--- src/bps_pkg.sv ---
// Types, codes and reset constants shared by the buzzer pattern sequencer.
package bps_pkg;

  localparam int unsigned TickW  = 32;
  localparam int unsigned DutyW  = 9;
  localparam int unsigned MsW    = 16;
  localparam int unsigned CountW = 3;
  localparam int unsigned CfgIdxW = 2;
  localparam int unsigned CfgDataW = 16;

  localparam logic [DutyW-1:0]  ToneDutyRst      = 9'd250;
  localparam logic [MsW-1:0]    PulseMsRst       = 16'd200;
  localparam logic [MsW-1:0]    PulsePeriodMsRst = 16'd400;
  localparam logic [CountW-1:0] AlarmPulsesRst   = 3'd3;

  typedef enum logic [2:0] {
    OP_POLL  = 3'd0,
    OP_OFF   = 3'd1,
    OP_TONE  = 3'd2,
    OP_TEST  = 3'd3,
    OP_WARN  = 3'd4,
    OP_ALARM = 3'd5
  } op_e;

  typedef enum logic [CfgIdxW-1:0] {
    CFG_TONE_DUTY    = 2'd0,
    CFG_PULSE_MS     = 2'd1,
    CFG_PULSE_PERIOD = 2'd2,
    CFG_ALARM_PULSES = 2'd3
  } cfg_idx_e;

  typedef struct packed {
    logic [2:0]       op;
    logic [TickW-1:0] now_ms;
    logic [TickW-1:0] beep_ms;
  } in_item_t;

  typedef struct packed {
    logic [DutyW-1:0]  duty;
    logic [CountW-1:0] alarm_remaining;
  } out_item_t;

  // Wrap-safe "now is at or past deadline": sign of the 32-bit difference.
  function automatic logic reached(input logic [TickW-1:0] now,
                                   input logic [TickW-1:0] deadline);
    logic [TickW-1:0] diff;
    diff = now - deadline;
    return ~diff[TickW-1];
  endfunction

endpackage

--- src/buzzer_pattern_sequencer.sv ---
// Buzzer pattern sequencer: command-driven PWM duty and alarm pulse train.
//
// Usage:
//   Input channel (in_valid_i / in_ready_o / in_item_i) takes one command
//   item: op, the current millisecond tick now_ms and, for the test beep,
//   beep_ms. Every command yields exactly one result item on the output
//   channel (out_valid_o / out_ready_i / out_item_o): the duty compare value
//   after the command and the alarm pulses still to be started.
//   Deadlines compare by the sign of (now - deadline), so tick wrap is safe.
//   A deadline of zero means no pending off deadline; a computed deadline that wraps to zero
//   leaves the tone on until another command changes it.
//   Throughput: one item per cycle while the result is not stalled. Each item
//   passes the input register, then the state update and result register;
//   while a result is stalled it can wait in the input register.
//   The only work per item is a few 32-bit adds and compares.
//   Stalls: when out_ready_i is low the result register holds and the input
//   register fills; in_ready_o then drops until the result is taken.
//   Reset clears the pipeline, zeroes duty, deadline and alarm state, and
//   loads the register defaults (duty 250, pulse 200 ms, period 400 ms,
//   3 pulses). Configuration writes (cfg_we_i) take effect next cycle; the
//   user must issue them only while the block is idle; it is not enforced.
module buzzer_pattern_sequencer
  import bps_pkg::*;
(
  input  logic                clk_i,
  input  logic                rst_ni,
  input  logic                cfg_we_i,
  input  logic [CfgIdxW-1:0]  cfg_idx_i,
  input  logic [CfgDataW-1:0] cfg_wdata_i,
  input  logic                in_valid_i,
  output logic                in_ready_o,
  input  in_item_t            in_item_i,
  output logic                out_valid_o,
  input  logic                out_ready_i,
  output out_item_t           out_item_o
);

  // Configuration registers
  logic [DutyW-1:0]  tone_duty_q;
  logic [MsW-1:0]    pulse_ms_q;
  logic [MsW-1:0]    pulse_period_q;
  logic [CountW-1:0] alarm_pulses_q;

  always_ff @(posedge clk_i or negedge rst_ni) begin
    if (!rst_ni) begin
      tone_duty_q    <= ToneDutyRst;
      pulse_ms_q     <= PulseMsRst;
      pulse_period_q <= PulsePeriodMsRst;
      alarm_pulses_q <= AlarmPulsesRst;
    end else if (cfg_we_i) begin
      case (cfg_idx_e'(cfg_idx_i))
        CFG_TONE_DUTY:    tone_duty_q    <= cfg_wdata_i[DutyW-1:0];
        CFG_PULSE_MS:     pulse_ms_q     <= cfg_wdata_i[MsW-1:0];
        CFG_PULSE_PERIOD: pulse_period_q <= cfg_wdata_i[MsW-1:0];
        CFG_ALARM_PULSES: alarm_pulses_q <= cfg_wdata_i[CountW-1:0];
        default: ;
      endcase
    end
  end

  // Pipeline handshake: input register feeds the result register.
  logic     in_valid_q;
  in_item_t in_item_q;
  logic     out_valid_q;
  out_item_t out_item_q;
  logic     out_free;
  logic     s1_fire;

  assign out_free   = !out_valid_q || out_ready_i;
  assign s1_fire    = in_valid_q && out_free;
  assign in_ready_o = !in_valid_q || s1_fire;

  always_ff @(posedge clk_i or negedge rst_ni) begin
    if (!rst_ni) begin
      in_valid_q <= 1'b0;
    end else if (in_ready_o) begin
      in_valid_q <= in_valid_i;
    end
  end

  always_ff @(posedge clk_i) begin
    if (in_ready_o && in_valid_i) begin
      in_item_q <= in_item_i;
    end
  end

  // Sequencer state
  logic [TickW-1:0]  off_deadline_q, off_deadline_d;
  logic [CountW-1:0] pulses_left_q, pulses_left_d;
  logic [TickW-1:0]  next_start_q, next_start_d;
  logic [DutyW-1:0]  duty_q, duty_d;

  // Per-command state update
  always_comb begin
    logic [TickW-1:0] now;
    now            = in_item_q.now_ms;
    off_deadline_d = off_deadline_q;
    pulses_left_d  = pulses_left_q;
    next_start_d   = next_start_q;
    duty_d         = duty_q;
    case (in_item_q.op)
      OP_POLL: begin
        // A due alarm pulse starts first, then the off deadline is checked.
        if (pulses_left_q != '0 && reached(now, next_start_q)) begin
          duty_d         = tone_duty_q;
          off_deadline_d = now + TickW'(pulse_ms_q);
          next_start_d   = now + TickW'(pulse_period_q);
          pulses_left_d  = pulses_left_q - CountW'(1);
        end
        if (off_deadline_d != '0 && reached(now, off_deadline_d)) begin
          duty_d         = '0;
          off_deadline_d = '0;
        end
      end
      OP_OFF: begin
        duty_d         = '0;
        off_deadline_d = '0;
        pulses_left_d  = '0;
      end
      OP_TONE: begin
        duty_d = tone_duty_q;
      end
      OP_TEST: begin
        duty_d         = tone_duty_q;
        off_deadline_d = now + in_item_q.beep_ms;
        pulses_left_d  = '0;
      end
      OP_WARN: begin
        duty_d         = tone_duty_q;
        off_deadline_d = now + TickW'(pulse_ms_q);
        pulses_left_d  = '0;
      end
      OP_ALARM: begin
        pulses_left_d = alarm_pulses_q;
        next_start_d  = now;
      end
      default: ; // unused op codes leave the state alone
    endcase
  end

  always_ff @(posedge clk_i or negedge rst_ni) begin
    if (!rst_ni) begin
      off_deadline_q <= '0;
      pulses_left_q  <= '0;
      next_start_q   <= '0;
      duty_q         <= '0;
    end else if (s1_fire) begin
      off_deadline_q <= off_deadline_d;
      pulses_left_q  <= pulses_left_d;
      next_start_q   <= next_start_d;
      duty_q         <= duty_d;
    end
  end

  // Result register
  always_ff @(posedge clk_i or negedge rst_ni) begin
    if (!rst_ni) begin
      out_valid_q <= 1'b0;
    end else if (out_free) begin
      out_valid_q <= in_valid_q;
    end
  end

  always_ff @(posedge clk_i) begin
    if (s1_fire) begin
      out_item_q.duty            <= duty_d;
      out_item_q.alarm_remaining <= pulses_left_d;
    end
  end

  assign out_valid_o = out_valid_q;
  assign out_item_o  = out_item_q;

endmodule

--- config.mk ---
export PLATFORM = sky130hd
export DESIGN_NAME = buzzer_pattern_sequencer
export DESIGN_NICKNAME = d
export VERILOG_FILES = /design/src/bps_pkg.sv /design/src/buzzer_pattern_sequencer.sv
export SDC_FILE = /design/constraint.sdc
export NUM_CORES = 1
export LEC_CHECK = 0
export ABC_AREA = 1
export BUFFER_PORTS_ARGS = -buffer_cell sky130_fd_sc_hd__clkbuf_2
export CAP_MARGIN = 25
export CORE_UTILIZATION = 58
export CTS_CLUSTER_DIAMETER = 60
export DETAILED_ROUTE_END_ITERATION = 6
export GPL_TIMING_DRIVEN = 0
export PLACE_DENSITY = 0.74
export SETUP_SLACK_MARGIN = 0.05
export SYNTH_ARGS = -nofsm -noshare
export SYNTH_HDL_FRONTEND = slang
export SYNTH_SLANG_ARGS = --single-unit
--- constraint.sdc ---
create_clock -name clk_i -period 5.79 [get_ports clk_i]
set_input_delay 1.158 -clock clk_i [delete_from_list [all_inputs] [get_ports clk_i]]
set_output_delay 1.158 -clock clk_i [all_outputs]
set_load 0.005 [all_outputs]
==> results.yml <==
die:
  ios: 104
  rows: 56
  core_um2: 23400
  die-area_um2: 24400
  fp.dieH_um: 156
  die_w_um: 156
  start_util: 0.589
synthesis:
  yosysTopAreaCellShare: 0.196
  synth_ff_type: "dfrtp_1"
  yosysSeqAreaShare: 0.395
  synth_cells: 1739
  yosys.area.top_type: "dfrtp_1"
  ys_async_sr_fraction: 0.607
  syn-num-nets: 1956
  ys_ff_latch: 201
  yosysUniqueCellTypes: 53
  avgSynthCellArea_um2: 7.92
  synth_edf_count: 79
  ys_top_cells_by_area: "dfrtp_1 (20%), edfxtp_1 (17%), nand2_1 (11%)"
  yosysMostFrequentCell: "nand2_1"
  synth_common_cells: "nand2_1 (419), inv_1 (201), a21oi_1 (156), o21ai_0 (136), ha_1 (124)"
  syn-cell-area_um2: 13800
  yosys_warnings: 0
global_routing:
  grt_pass1_vias: 11800
  overflow: 0
  track_usage: 0.340
  grt_antenna_before_repair: 1
  grt_max_degree: 80
  grt_pass1_wl_mm: 63.2
min_path:
  hold_start: "next_start_q[27]"
  whs_endpoint: "next_start_q[27]"
  min_path_type: "reg2reg"
  min_path_cells: 2
power_and_ir_drop:
  ir_drop_mv: 0.313
  power.leakage_uw: 0.00746
  p_per_area_nw_per_um2: 425
setup_path:
  crit_fanout: 10
  worstReg2RegEnd: "out_item_o[9]"
  arrival_ns: 5.42
  required_ns: 6.06
  ff2ff_path_depth: 25
  r2r_slack_ns: 0.64
  crit_path_end_kind: "flip-flop"
  r2r-start: "in_item_q[32]"
  crit_type: "reg2reg"
  cp-start-kind: "flip-flop"
route:
  wire_per_inst_um: 18.4
  vias: 12600
  drc: 0
  drt-initial-drc-count: 1122
  ant_nets: 0
  via_per_inst: 5.68
  first_pass_iters: 5
  routed_wl_mm: 40.6
sta:
  setup_violations: 0
  finClkSkew_ns: 0.0169
  worstMarginPinSlew_ns: 1.02
  setup_tns_ns: 0
  fmax_mhz: 194
  fin_crit_sh: 0.889
  layout_min_cycle_time_ns: 5.15
  slew_headroom: 0.310
  hold_viol_final: 0
  final.setup.worst_slack_ns: 0.644
  rsz0062_at_grt: "no"
  slew_violations: 0
clock_tree:
  cts_tree: "built"
  clk_pin_slew_ns: 0.06
  clk_path_buf_depth: 3
  holdBufCountCts: 0
  cts_root_buf: "clkbuf_16"
  clock_sinks: 201
  htree_levels: 1
  cts_buffers: 27
  cts_setup_buffers: 0
  cts_resized: 0
  clk_latency_ns: 0.54
status:
  outcome: "complete, no violations"
cells_and_area:
  layout-drive-gt1-share: 0.118
  synthToLayoutAreaGrowth_pct: 13.2
  nets: 2089
  antenna_cells: 0
flow_run:
  maxCapViolations: 0
placement:
  dp_hpwl_mm: 31.2
  io_buffers: 103
  place_congestion: 0.972
  pre_cts_slack_ns: 0.744
placed cells by master, fill, tap and decap left out, types with 5 or more instances in the layout:
master,synthesis,layout
nand3b_1,9,9
clkbuf_16,0,27
ha_1,124,124
buf_4,5,5
or2_2,12,12
nor4_1,9,9
clkbuf_2,1,103
clkbuf_8,0,5
nor3_2,4,5
nand3_2,10,10
nand4_1,15,15
clkinv_2,0,7
o21ai_2,7,7
nor2_1,116,116
dfstp_2,14,14
nor3_1,27,26
o22ai_1,6,6
xor2_1,46,46
xnor2_1,12,12
o211ai_1,9,9
inv_1,201,200
edfxtp_1,79,79
nand3_1,71,71
a31oi_1,16,16
o21ai_1,20,20
o21ai_0,136,136
clkbuf_1,32,37
o21a_1,12,12
dfrtp_1,108,108
a21oi_1,156,156
nand2_1,419,419
a211oi_1,8,8
metrics by stage:
stage | utilization | hold slack, ns | std cells | power [uW] | instance area, um^2
floorplan | - | 0.449 | 1739 | 4160 | 13800
global placement | 0.628 | 0.467 | 2161 | 4890 | 14700
detailed placement | 0.630 | 0.475 | 2162 | 4960 | 14700
CTS | 0.666 | 0.489 | 2211 | 6590 | 15600
global route | 0.666 | 0.514 | 2211 | 7100 | 15600
finish | 0.666 | 0.486 | 2211 | 6630 | 15600
kinds of logic after synthesis:
family	after synthesis	synth area share
buffers and inverters	255	0.0726
DFF	201	0.395
xor gates and xnor gates	58	0.0369
adders and majority gates	127	0.117
and+or+nand+nor	700	0.218
muxes	1	0.000727
AOI/OAI and AO/OA	397	0.160
sequential cells by signal, indices dropped and copies added, names as in the netlist:
signal / flops
pulse_period_q: 16
tone_duty_q: 9
pulses_left_q: 3
off_deadline_q: 32
out_item_o: 12
out_valid_o: 1
next_start_q: 32
in_valid_q: 1
in_item_q: 67
alarm_pulses_q: 3
pulse_ms_q: 16
duty_q: 9
worst max-delay path, cell delays in order, from the launching register on:
cell	delay, ns
edfxtp_1	0.55
ha_1	0.30
fa_1	0.41
nand3_1	0.08
nand3_1	0.11
a21oi_1	0.27
o21ai_1	0.17
a21oi_1	0.27
inv_1	0.07
nand3_1	0.09
nand2_1	0.06
nand2_1	0.15
nand2_1	0.07
nand2_1	0.06
o21ai_1	0.11
ha_1	0.35
nand4_1	0.15
nor4_1	0.35
inv_1	0.14
nor4_1	0.27
nand2_1	0.19
nand3_1	0.12
nand3_2	0.16
buf_4	0.23
nand2_1	0.09
nand3_2	0.08
area by class of cell:
| class | count | area [um^2] |
|---|---|---|
| sequential | 201 | 5440 |
| multi-input combinational | 1283 | 7340 |
| clock buffer | 36 | 749 |
| inverter | 207 | 782 |
| buffer | 48 | 220 |
| timing repair buffer | 104 | 552 |
| fill | 2080 | 7810 |
| tap | 319 | 399 |
| clock inverter | 13 | 109 |
worst max path at each step:
| stage | start | depth (start not counted) | to | slack, ns |
|---|---|---|---|---|
| final | in_item_q[32] | 25 | out_item_o[9] | 0.64 |
| after global routing | in_item_q[32] | 27 | duty_q[0] | 0.07 |
| after CTS | in_item_q[32] | 27 | duty_q[2] | 0.68 |
| after detailed placement | in_item_q[32] | 25 | out_item_o[10] | 0.74 |
| after global placement | in_item_q[32] | 25 | out_item_o[9] | 0.83 |
| after floorplan | in_item_q[32] | 25 | out_item_o[10] | 1.90 |
where the power goes:
group / leakage [uW] / switching [uW] / internal (uW)
Combinational: 0.00479 / 1860 / 1060
Sequential: 0.00224 / 227 / 1860
Clock: 0.000433 / 662 / 957
per-layer routing:
layer / GRT usage / vias to the layer above / routed length (um)
met4: 0.0812 / 0 / 862
met2: 0.546 / 461 / 18300
met1: 0.468 / 5862 / 17900
met5: 0 / - / 0
met3: 0.0722 / 69 / 3520
li1: - / 6160 / -
Power figures use the tool's default switching activity.
